### config.mk
export PLATFORM = sky130hd
export DESIGN_NAME = whb_ctrl
export DESIGN_NICKNAME = d
export VERILOG_FILES = /design/src/sv/whb_pkg.sv /design/src/sv/whb_ctrl.sv
export SDC_FILE = /design/constraint.sdc
export NUM_CORES = 1
export LEC_CHECK = 0
export BUFFER_PORTS_ARGS = -buffer_cell sky130_fd_sc_hd__buf_2
export CORE_MARGIN = 4
export CORE_UTILIZATION = 40
export CTS_CLUSTER_SIZE = 12
export DETAILED_ROUTE_END_ITERATION = 8
export PLACE_DENSITY = 0.63
export SLEW_MARGIN = 20
export SYNTH_ARGS = -nofsm -noshare
export SYNTH_HDL_FRONTEND = slang
export SYNTH_SLANG_ARGS = --single-unit
### constraint.sdc
create_clock -name clk -period 2.5 [get_ports clk]
set_input_delay 0.25 -clock clk [delete_from_list [all_inputs] [get_ports clk]]
set_output_delay 0.25 -clock clk [all_outputs]
set_load 0.005 [all_outputs]
### src/sv/whb_pkg.sv
// Shared constants, request codes and controller/datapath handshake types.
`default_nettype none
package whb_pkg;
  localparam int NBINS    = 256;
  localparam int NSLOTS   = NBINS + 2;
  localparam int IDX_W    = 9;
  localparam int CNT_W    = 6;
  localparam int DIV_BITS = 32;

  localparam logic [IDX_W-1:0] IDX_UNDER = '0;
  localparam logic [IDX_W-1:0] IDX_OVER  = IDX_W'(NBINS + 1);
  localparam logic [IDX_W-1:0] IDX_LAST  = IDX_W'(NSLOTS - 1);
  localparam logic [8:0]       BINS_MAX  = 9'(NBINS);

  typedef enum logic [1:0] {
    REQ_FILL  = 2'd0,
    REQ_COUNT = 2'd1,
    REQ_READ  = 2'd2,
    REQ_CLEAR = 2'd3
  } req_t;

  localparam logic [2:0] CFG_LOWER = 3'd0;
  localparam logic [2:0] CFG_UPPER = 3'd1;
  localparam logic [2:0] CFG_WIDTH = 3'd2;
  localparam logic [2:0] CFG_BINS  = 3'd3;
  localparam logic [2:0] CFG_DEPTH = 3'd4;

  typedef enum logic [1:0] {
    ROUTE_NONE  = 2'd0,
    ROUTE_MEM   = 2'd1,
    ROUTE_DIV   = 2'd2,
    ROUTE_CLEAR = 2'd3
  } route_t;

  typedef struct packed {
    logic accept;
    logic decide;
    logic div_start;
    logic take_q;
    logic rd;
    logic upd;
    logic clr;
    logic load_out;
  } cmd_t;

  typedef struct packed {
    route_t route;
    logic   div_done;
    logic   q_ok;
    logic   clr_last;
    logic   out_busy;
  } stat_t;
endpackage
`default_nettype wire

### src/sv/whb_ctrl.sv
// Request sequencer: decode, divide, read-modify-write, clear sweep, result hand-off.
`default_nettype none
module whb_ctrl (
  input  wire logic           clk,
  input  wire logic           rst,
  input  wire logic           in_valid,
  output logic                in_ready,
  input  wire whb_pkg::stat_t st,
  output whb_pkg::cmd_t       cmd
);
  typedef enum logic [7:0] {
    S_INIT = 8'b0000_0001,
    S_IDLE = 8'b0000_0010,
    S_DEC  = 8'b0000_0100,
    S_DIV  = 8'b0000_1000,
    S_RD   = 8'b0001_0000,
    S_UPD  = 8'b0010_0000,
    S_DONE = 8'b0100_0000,
    S_CLR  = 8'b1000_0000
  } state_t;

  state_t state, state_next;

  assign in_ready = (state == S_IDLE);

  always_comb begin
    state_next = state;
    cmd        = '0;
    case (state)
      S_INIT: begin
        cmd.clr = 1'b1;
        if (st.clr_last) state_next = S_IDLE;
      end
      S_IDLE: begin
        if (in_valid) begin
          cmd.accept = 1'b1;
          state_next = S_DEC;
        end
      end
      S_DEC: begin
        cmd.decide = 1'b1;
        case (st.route)
          whb_pkg::ROUTE_MEM: state_next = S_RD;
          whb_pkg::ROUTE_DIV: begin
            cmd.div_start = 1'b1;
            state_next    = S_DIV;
          end
          whb_pkg::ROUTE_CLEAR: state_next = S_CLR;
          default: state_next = S_DONE;
        endcase
      end
      S_DIV: begin
        if (st.div_done) begin
          if (st.q_ok) begin
            cmd.take_q = 1'b1;
            state_next = S_RD;
          end else begin
            state_next = S_DONE;
          end
        end
      end
      S_RD: begin
        cmd.rd     = 1'b1;
        state_next = S_UPD;
      end
      S_UPD: begin
        cmd.upd    = 1'b1;
        state_next = S_DONE;
      end
      S_DONE: begin
        if (!st.out_busy) begin
          cmd.load_out = 1'b1;
          state_next   = S_IDLE;
        end
      end
      S_CLR: begin
        cmd.clr = 1'b1;
        if (st.clr_last) state_next = S_DONE;
      end
      default: state_next = S_INIT;
    endcase
  end

  always_ff @(posedge clk) begin
    if (rst) state <= S_INIT;
    else     state <= state_next;
  end
endmodule
`default_nettype wire

==> results of run 1 <==
-- per-stage QoR --
| stage | instance area (um^2) | utilization |
|---|---|---|
| floorplan | 597 | - |
| global placement | 701 | 0.519 |
| detailed placement | 701 | 0.519 |
| CTS | 723 | 0.536 |
| global route | 723 | 0.536 |
| finish | 723 | 0.536 |
-- critical path, stage by stage, from the launching register on --
cell and delay, ns:
dfxtp_1 0.37, or4_1 0.62, nor3_1 0.39, and3_1 0.22, buf_2 0.11
-- path summary, 6_finish.rpt --
| check | start | end | slack (ns) | cells after the start |
|---|---|---|---|---|
| worst min-delay path | rst | state[7] | 0.23 | 2 |
| worst max-delay path | state[0] | cmd[4] | 0.28 | 4 |
| worst min register to register | state[4] | state[5] | 0.60 | 2 |
| worst max register to register | state[3] | state[0] | 0.44 | 4 |
-- cell type report --
type / instances / area share
multi-input cells: 60 / 0.562
flip-flops and latches: 8 / 0.221
inverters: 4 / 0.0208
well taps: 15 / 0.0260
clock buffers: 3 / 0.0311
repair buffers: 19 / 0.138
-- power groups by stage --
stage	Sequential, mW	Combinational [mW]	Clock (mW)
after floorplan	0.145	0.144	0
after global placement	0.158	0.189	0
after detailed placement	0.158	0.190	0
after CTS	0.155	0.192	0.105
after global routing	0.158	0.214	0.114
final	0.156	0.192	0.0992
-- layer usage --
metal  share of wire  global-route usage  wire [um]
met5               0                   0          0
met4          0.0078              0.0663         13
met3           0.070              0.0508        116
met2            0.45               0.253        747
met1            0.47               0.278        791
-- cells by family after synthesis --
| logic type | count (synthesis) | synth area share |
|---|---|---|
| compound gates | 12 | 0.149 |
| xor+xnor | 4 | 0.0587 |
| flops | 8 | 0.268 |
| buf+inv | 8 | 0.0503 |
| simple gates | 44 | 0.474 |
-- layout by cell type, fill, tap and decap left out, drive strengths merged, types with 2 or more instances in the layout --
cell type,Yosys,layout
nand2b,2,2
and4b,2,2
dfxtp,8,8
nor4,2,2
or4,3,3
a221oi,2,2
clkbuf,4,3
a32oi,3,3
buf,0,19
o21ai,4,4
xnor2,2,2
and3,2,2
inv,4,4
xor2,2,2
nor4b,2,2
nor3,6,6
nor2,12,12
nor3b,2,2
nor2b,2,2
==> impl_metrics.env, run 1 <==
export IMPL_outcome="finished, final reports clean"
export IMPL_synthDistinctLibCells=32
export IMPL_number_of_flops_mapped_to_enable_cells_by_yosys=0
export IMPL_combined_area_of_the_multi_input_logic_cells_um2=407
export IMPL_cts_root_to_sink_buffers=2
export IMPL_sequential_area_share_after_synthesis=0.268
export IMPL_post_syn_nets=85
export IMPL_setup_violation_total_in_the_final_timing_report=0
export IMPL_grt_pass1_vias=574
export IMPL_cells_after_synthesis=76
export IMPL_nNetsFinal=105
export IMPL_post_synth_arst_share=0
export IMPL_fmaxAchievable_mhz=451
export IMPL_path_clk_slew_ns=0.06
export IMPL_slew_limit_headroom=0.700
export IMPL_post_place_ws_ns=0.452
export IMPL_cts_hold_fix_buffers=0
export IMPL_cells_after_dpl=106
export IMPL_fin_worst_skew_ns=0.00402
export IMPL_gpl_final_weighted_congestion=0.813
export IMPL_tightestPinTransition_ns=0.446
export IMPL_routed_via_density=5.84
export IMPL_tritoncts="done"
export IMPL_power_share_sequential=0.349
export IMPL_core_region_area_um2=1350
export IMPL_post_cts_resized_instances=0
export IMPL_whs_ns=0.232
export IMPL_std_cell_rows=13
export IMPL_finalSetupTns_ns=0
export IMPL_maxCapViolCount=0
export IMPL_via_count=637
export IMPL_chipWidth_um=46.6
export IMPL_number_of_buffers_added_on_ports=17
export IMPL_clock_latency_ns=0.25
export IMPL_timing_final_ws_setup_ns=0.284
export IMPL_floorplan_die_height_um=46.6
export IMPL_initial_antenna_violation_count=0
export IMPL_final_layout_size_suffix_gt1_frac=0.277
export IMPL_synthMostInstantiatedCell="nor2_1"
export IMPL_path_max_fanout=7
export IMPL_fp_dieArea_um2=2170
export IMPL_layout_top_registers="state x8"
export IMPL_min_path_type="input port to register"
export IMPL_crit_path_start_kind="register"
export IMPL_drt_pass1_iterations=4
export IMPL_rsz_0062_raised_after_global_routing="no"
export IMPL_crit_path_end_kind="primary output"
export IMPL_timing_setup_critical_path_class="register to primary output"
export IMPL_synth_common_cells="12 x nor2_1, 8 x dfxtp_1, 5 x nor3_1"
export IMPL_power_switching_share=0.349
export IMPL_synth_area_um2=597
export IMPL_slew_violations=0
export IMPL_largest_net_degree_at_the_start_of_global_routing=12
export IMPL_diode_insertion_count_for_antenna_repair=0
export IMPL_yosys_most_used_dff="dfxtp_1"
export IMPL_power_frac_clock=0.222
export IMPL_drcViolationCount=0
export IMPL_sum_of_internal_switching_and_leakage_power_mw=0.447
export IMPL_final_seq_area_um2=160
export IMPL_crit_required_ns=2.25
export IMPL_detail_route_antenna_nets=0
export IMPL_drt_iter0_markers=23
export IMPL_overflow=0
export IMPL_floorplan_initialDensity=0.442
export IMPL_cts_buffers=3
export IMPL_clock_tree_root_cell="clkbuf_4"
export IMPL_synth_top_cells_by_area="dfxtp_1 27%, nor2_1 7.5%, a32oi_1 4.4%"
export IMPL_fillerInstances=146
export IMPL_cellInternalPower_mw=0.291
export IMPL_ys_ff_latch=8
export IMPL_grt_usage=0.187
export IMPL_largest_register_ffs=8
export IMPL_clkSinkCount=8
export IMPL_comb_pwr_share=0.429
export IMPL_registers_top_by_ff_count="state"
export IMPL_layout_area_growth_over_synthesis_pct=21.2
export IMPL_synth_yosys_warnings=0
export IMPL_avgSynthCellArea_um2=7.85
export IMPL_route_detailed_wl_per_inst_um=15.3
export IMPL_postCtsSetupBuffers=0
export IMPL_fraction_of_post_synthesis_cell_area_in_the_top_cell_type_by_area=0.268
export IMPL_power_leakage_nw=0.338
export IMPL_post_route_period_util=0.886
export IMPL_power_density_nw_per_um2=618
export IMPL_io_pins=18
export IMPL_grt_first_pass_wirelength_mm=2.86
export IMPL_crit_arrival_ns=1.97
export IMPL_routed_wl_mm=1.67
export IMPL_final_hold_viol_count=0
export IMPL_worst_ir_drop_on_vdd_mv=0.329
export IMPL_dp_final_hpwl_mm=1.26
export IMPL_net_switching_power_mw=0.156
export IMPL_layout_min_cycle_time_ns=2.22
export IMPL_final_cells=109
export IMPL_post_synth_top_area_cell="dfxtp_1"
export IMPL_cts_htree_levels=1
No activity file was read; power rests on OpenSTA's default activity.
==> inputs of run 2 (changes only) <==
CORE_UTILIZATION = 35   (was 40)
PLACE_DENSITY = 0.56   (was 0.63)
==> impl_metrics.env, run 2 (same netlist as run 1, synthesis figures left out) <==
export IMPL_fin_worst_skew_ns=0.00510
export IMPL_crit_required_ns=2.25
export IMPL_timing_setup_critical_path_class="register to primary output"
export IMPL_detail_route_antenna_nets=0
export IMPL_largest_register_ffs=8
export IMPL_cells_after_dpl=107
export IMPL_floorplan_initialDensity=0.383
export IMPL_grt_usage=0.144
export IMPL_route_detailed_wl_per_inst_um=14.6
export IMPL_clkSinkCount=8
export IMPL_number_of_buffers_added_on_ports=17
export IMPL_cellInternalPower_mw=0.291
export IMPL_clock_tree_root_cell="clkbuf_4"
export IMPL_net_switching_power_mw=0.157
export IMPL_crit_path_start_kind="register"
export IMPL_final_util=0.465
export IMPL_cts_htree_levels=1
export IMPL_mostFrequentLayoutCells="17 x buf_2, 12 x nor2_1, 8 x dfxtp_1"
export IMPL_drt_pass1_iterations=4
export IMPL_final_hold_viol_count=0
export IMPL_hold_path_endpoint="state[7]"
export IMPL_io_pins=18
export IMPL_layout_area_growth_over_synthesis_pct=21.4
export IMPL_rsz_0062_raised_after_global_routing="no"
export IMPL_postCtsSetupBuffers=0
export IMPL_post_route_period_util=0.883
export IMPL_setup_violation_total_in_the_final_timing_report=0
export IMPL_layout_top_registers="state x8"
export IMPL_chipWidth_um=49.3
export IMPL_slew_limit_headroom=0.718
export IMPL_path_max_fanout=7
export IMPL_power_switching_share=0.351
export IMPL_nNetsFinal=105
export IMPL_initial_antenna_violation_count=0
export IMPL_dp_final_hpwl_mm=1.26
export IMPL_std_cell_rows=14
export IMPL_layout_min_cycle_time_ns=2.21
export IMPL_tightestPinTransition_ns=0.419
export IMPL_grt_pass1_vias=590
export IMPL_via_count=627
export IMPL_whs_ns=0.224
export IMPL_power_share_sequential=0.370
export IMPL_grt_first_pass_wirelength_mm=2.62
export IMPL_diode_insertion_count_for_antenna_repair=0
export IMPL_slew_violations=0
export IMPL_worst_ir_drop_on_vdd_mv=0.331
export IMPL_tritoncts="done"
export IMPL_path_clk_slew_ns=0.06
export IMPL_crit_arrival_ns=1.96
export IMPL_r2r_slack_ns=0.51
export IMPL_drcViolationCount=0
export IMPL_hold_path_depth=2
export IMPL_power_frac_clock=0.228
export IMPL_cts_buffers=3
export IMPL_crit_path_end_kind="primary output"
export IMPL_core_region_area_um2=1560
export IMPL_power_leakage_nw=0.338
export IMPL_finalSetupTns_ns=0
export IMPL_most_common_library_cell_in_the_layout_ignoring_fill_and_taps="buf_2"
export IMPL_outcome="finished, final reports clean"
export IMPL_cts_root_to_sink_buffers=2
export IMPL_launch_instance_of_the_worst_min_delay_path="rst"
export IMPL_r2r_end="state[0]"
export IMPL_final_layout_size_suffix_gt1_frac=0.277
export IMPL_floorplan_die_height_um=49.3
export IMPL_registers_top_by_ff_count="state"
export IMPL_largest_net_degree_at_the_start_of_global_routing=12
export IMPL_r2r_start="state[2]"
export IMPL_overflow=0
export IMPL_drt_iter0_markers=11
export IMPL_post_cts_resized_instances=0
export IMPL_gpl_final_weighted_congestion=0.822
export IMPL_comb_pwr_share=0.402
export IMPL_clock_latency_ns=0.26
export IMPL_reg2reg_depth=4
export IMPL_fmaxAchievable_mhz=453
export IMPL_routed_via_density=5.70
export IMPL_min_path_type="input port to register"
export IMPL_power_density_nw_per_um2=618
export IMPL_fp_dieArea_um2=2430
export IMPL_routed_wl_mm=1.60
export IMPL_maxCapViolCount=0
export IMPL_final_cells=110
export IMPL_cts_hold_fix_buffers=0
## run 2: cell counts in the layout (fill, tap and decap cells not counted)
No cell type changed its count.
## run 2: per-stage QoR
stage	area (um^2)	setup slack (ns)	total power [mW]
after floorplan	597	0.561	0.289
after global placement	702	0.532	0.349
after detailed placement	702	0.514	0.347
after CTS	724	0.304	0.450
after global routing	724	0.237	0.477
final	724	0.292	0.448
## run 2: final cells by class
cell class              instances  area, um^2
repair buffers                 19         100
multi-input cells              60         407
fillers                       164         835
inverters                       4        15.0
flip-flops and latches          8         160
well taps                      16        20.0
clock buffers                   3        22.5
## run 2: critical path: stages, from the launching register on
cell and delay (ns):
dfxtp_1 0.38, or4_1 0.64, nor3_1 0.24, buf_4 0.18, and3_1 0.14, buf_2 0.11
## run 2: worst max path at each step
stage          depth (start not counted)  startpoint        to  slack [ns]
6_report                               5    state[0]    cmd[4]        0.29
4_1_cts                                5    state[0]    cmd[4]        0.30
2_1_floorplan                          4    state[2]  state[0]        0.56
3_5_place_dp                           4    state[2]  state[0]        0.51
3_3_place_gp                           4    state[2]  state[0]        0.53
5_1_grt                                5    state[0]    cmd[4]        0.24
## run 2: power groups by stage
stage / Sequential (mW) / Clock (mW) / Combinational [mW]
6_report: 0.166 / 0.102 / 0.180
5_1_grt: 0.166 / 0.109 / 0.201
3_3_place_gp: 0.167 / 0 / 0.182
4_1_cts: 0.164 / 0.105 / 0.181
2_1_floorplan: 0.145 / 0 / 0.144
3_5_place_dp: 0.166 / 0 / 0.181
## run 2: layer usage
metal | GRT usage | vias to the layer above | wire [um]
met2 | 0.205 | 13 | 705
met4 | 0.0806 | 0 | 32
met3 | 0.0673 | 4 | 77
li1 | - | 323 | -
met1 | 0.176 | 287 | 789
met5 | 0 | - | 0
==> inputs of run 3 (changes only) <==
PLACE_DENSITY = 0.57   (was 0.56)
==> impl_metrics.env, run 3 (same netlist as run 1, synthesis figures left out) <==
export IMPL_outcome="finished, final reports clean"
export IMPL_cts_buffers=3
export IMPL_clock_tree_root_cell="clkbuf_4"
export IMPL_fin_worst_skew_ns=0.000168
export IMPL_post_route_period_util=0.891
export IMPL_cellInternalPower_mw=0.291
export IMPL_clock_latency_ns=0.25
export IMPL_critPathSlowestCell="or4_1"
export IMPL_most_common_library_cell_in_the_layout_ignoring_fill_and_taps="buf_2"
export IMPL_routed_via_density=6.11
export IMPL_drcViolationCount=0
export IMPL_finalSetupTns_ns=0
export IMPL_combined_area_of_the_multi_input_logic_cells_um2=407
export IMPL_floorplan_initialDensity=0.383
export IMPL_power_switching_share=0.349
export IMPL_crit_path_end_kind="primary output"
export IMPL_post_cts_resized_instances=0
export IMPL_setup_violation_total_in_the_final_timing_report=0
export IMPL_placed_cell_area_um2=702
export IMPL_cts_htree_levels=1
export IMPL_drt_iter0_markers=29
export IMPL_tritoncts="done"
export IMPL_timing_setup_critical_path_class="register to primary output"
export IMPL_slew_limit_headroom=0.691
export IMPL_largest_net_degree_at_the_start_of_global_routing=12
export IMPL_routed_wl_mm=1.61
export IMPL_slew_violations=0
export IMPL_core_region_area_um2=1560
export IMPL_final_layout_size_suffix_gt1_frac=0.277
export IMPL_diode_insertion_count_for_antenna_repair=0
export IMPL_whs_ns=0.222
export IMPL_layout_top_registers="state x8"
export IMPL_crit_arrival_ns=1.98
export IMPL_mostFrequentLayoutCells="17 x buf_2, 12 x nor2_1, 8 x dfxtp_1"
export IMPL_slowest_delay_ns=0.61
export IMPL_final_hold_viol_count=0
export IMPL_crit_path_start_kind="register"
export IMPL_path_max_fanout=8
export IMPL_power_density_nw_per_um2=618
export IMPL_dp_final_hpwl_mm=1.23
export IMPL_cts_hold_fix_buffers=0
export IMPL_postCtsSetupBuffers=0
export IMPL_r2r_end="state[0]"
export IMPL_r2r_start="state[3]"
export IMPL_rsz_0062_raised_after_global_routing="no"
export IMPL_maxCapViolCount=0
export IMPL_number_of_buffers_added_on_ports=17
export IMPL_std_cell_rows=14
export IMPL_comb_pwr_share=0.431
export IMPL_overflow=0
export IMPL_via_count=672
export IMPL_route_detailed_wl_per_inst_um=14.7
export IMPL_worstSetupEndpoint="cmd[4]"
export IMPL_r2r_slack_ns=0.44
export IMPL_layout_min_cycle_time_ns=2.23
export IMPL_ordered_list_of_cells_on_the_worst_path="or4_1, nor3_1, and3_1, buf_2"
export IMPL_largest_register_ffs=8
export IMPL_crit_required_ns=2.25
export IMPL_grt_first_pass_wirelength_mm=2.53
export IMPL_grt_pass1_vias=573
export IMPL_worst_setup_path_startpoint="state[1]"
export IMPL_chipWidth_um=49.3
export IMPL_tightestPinTransition_ns=0.460
export IMPL_clkSinkCount=8
export IMPL_fillerInstances=159
export IMPL_reg2reg_depth=4
export IMPL_grt_usage=0.134
export IMPL_detail_route_antenna_nets=0
export IMPL_layout_area_growth_over_synthesis_pct=21.4
export IMPL_fmaxAchievable_mhz=449
export IMPL_floorplan_die_height_um=49.3
export IMPL_cts_root_to_sink_buffers=2
export IMPL_power_leakage_nw=0.337
export IMPL_power_share_sequential=0.349
export IMPL_nNetsFinal=105
export IMPL_power_frac_clock=0.220
export IMPL_hold_path_depth=2
export IMPL_final_seq_area_um2=160
export IMPL_drt_pass1_iterations=4
export IMPL_layout_cell_area_non_filler_um2=724
export IMPL_worst_ir_drop_on_vdd_mv=0.283
export IMPL_path_clk_slew_ns=0.05
export IMPL_fp_dieArea_um2=2430
export IMPL_min_path_type="input port to register"
export IMPL_gpl_final_weighted_congestion=0.803
export IMPL_initial_antenna_violation_count=0
export IMPL_sum_of_internal_switching_and_leakage_power_mw=0.448
export IMPL_io_pins=18
export IMPL_net_switching_power_mw=0.157
export IMPL_registers_top_by_ff_count="state"
==> run 3: metrics by stage <==
| step | util | setup WS [ns] | cells |
|---|---|---|---|
| 2_1_floorplan | - | 0.561 | 76 |
| 3_3_place_gp | 0.450 | 0.466 | 107 |
| 3_5_place_dp | 0.450 | 0.471 | 107 |
| 4_1_cts | 0.465 | 0.279 | 110 |
| 5_1_grt | 0.465 | 0.156 | 110 |
| 6_report | 0.465 | 0.273 | 110 |
==> run 3: worst min path at each step <==
| stage | startpoint | to | slack [ns] |
|---|---|---|---|
| after floorplan | rst | state[3] | 0.32 |
| after global placement | rst | state[7] | 0.49 |
| after detailed placement | rst | state[7] | 0.49 |
| after CTS | rst | state[7] | 0.22 |
| after global routing | rst | state[7] | 0.22 |
| final | rst | state[7] | 0.22 |
==> run 3: layout make-up <==
class | count | share of cell area
Clock buffer | 3 | 0.0311
Multi-Input combinational cell | 60 | 0.561
Tap cell | 16 | 0.0276
Sequential cell | 8 | 0.221
Timing Repair Buffer | 19 | 0.138
Inverter | 4 | 0.0207
==> run 3: power groups by stage <==
stage                     logic, mW  clock network, mW  registers, mW
after floorplan               0.144                  0          0.145
after CTS                     0.192              0.104          0.156
after detailed placement      0.190                  0          0.159
after global placement        0.192                  0          0.157
after global routing          0.211              0.110          0.158
final                         0.193             0.0987          0.156
==> run 3: critical path: cells and delay by family, from the launching register on <==
kind | cells | cell delay (ns)
simple gates | 3 | 1.24
buf+inv | 1 | 0.11
flops | 1 | 0.38
==> run 3: metal layers <==
metal | global-route usage | wire length, um
met5 | 0 | 0
met2 | 0.183 | 720
met4 | 0.0521 | 31
met1 | 0.189 | 704
met3 | 0.0428 | 157
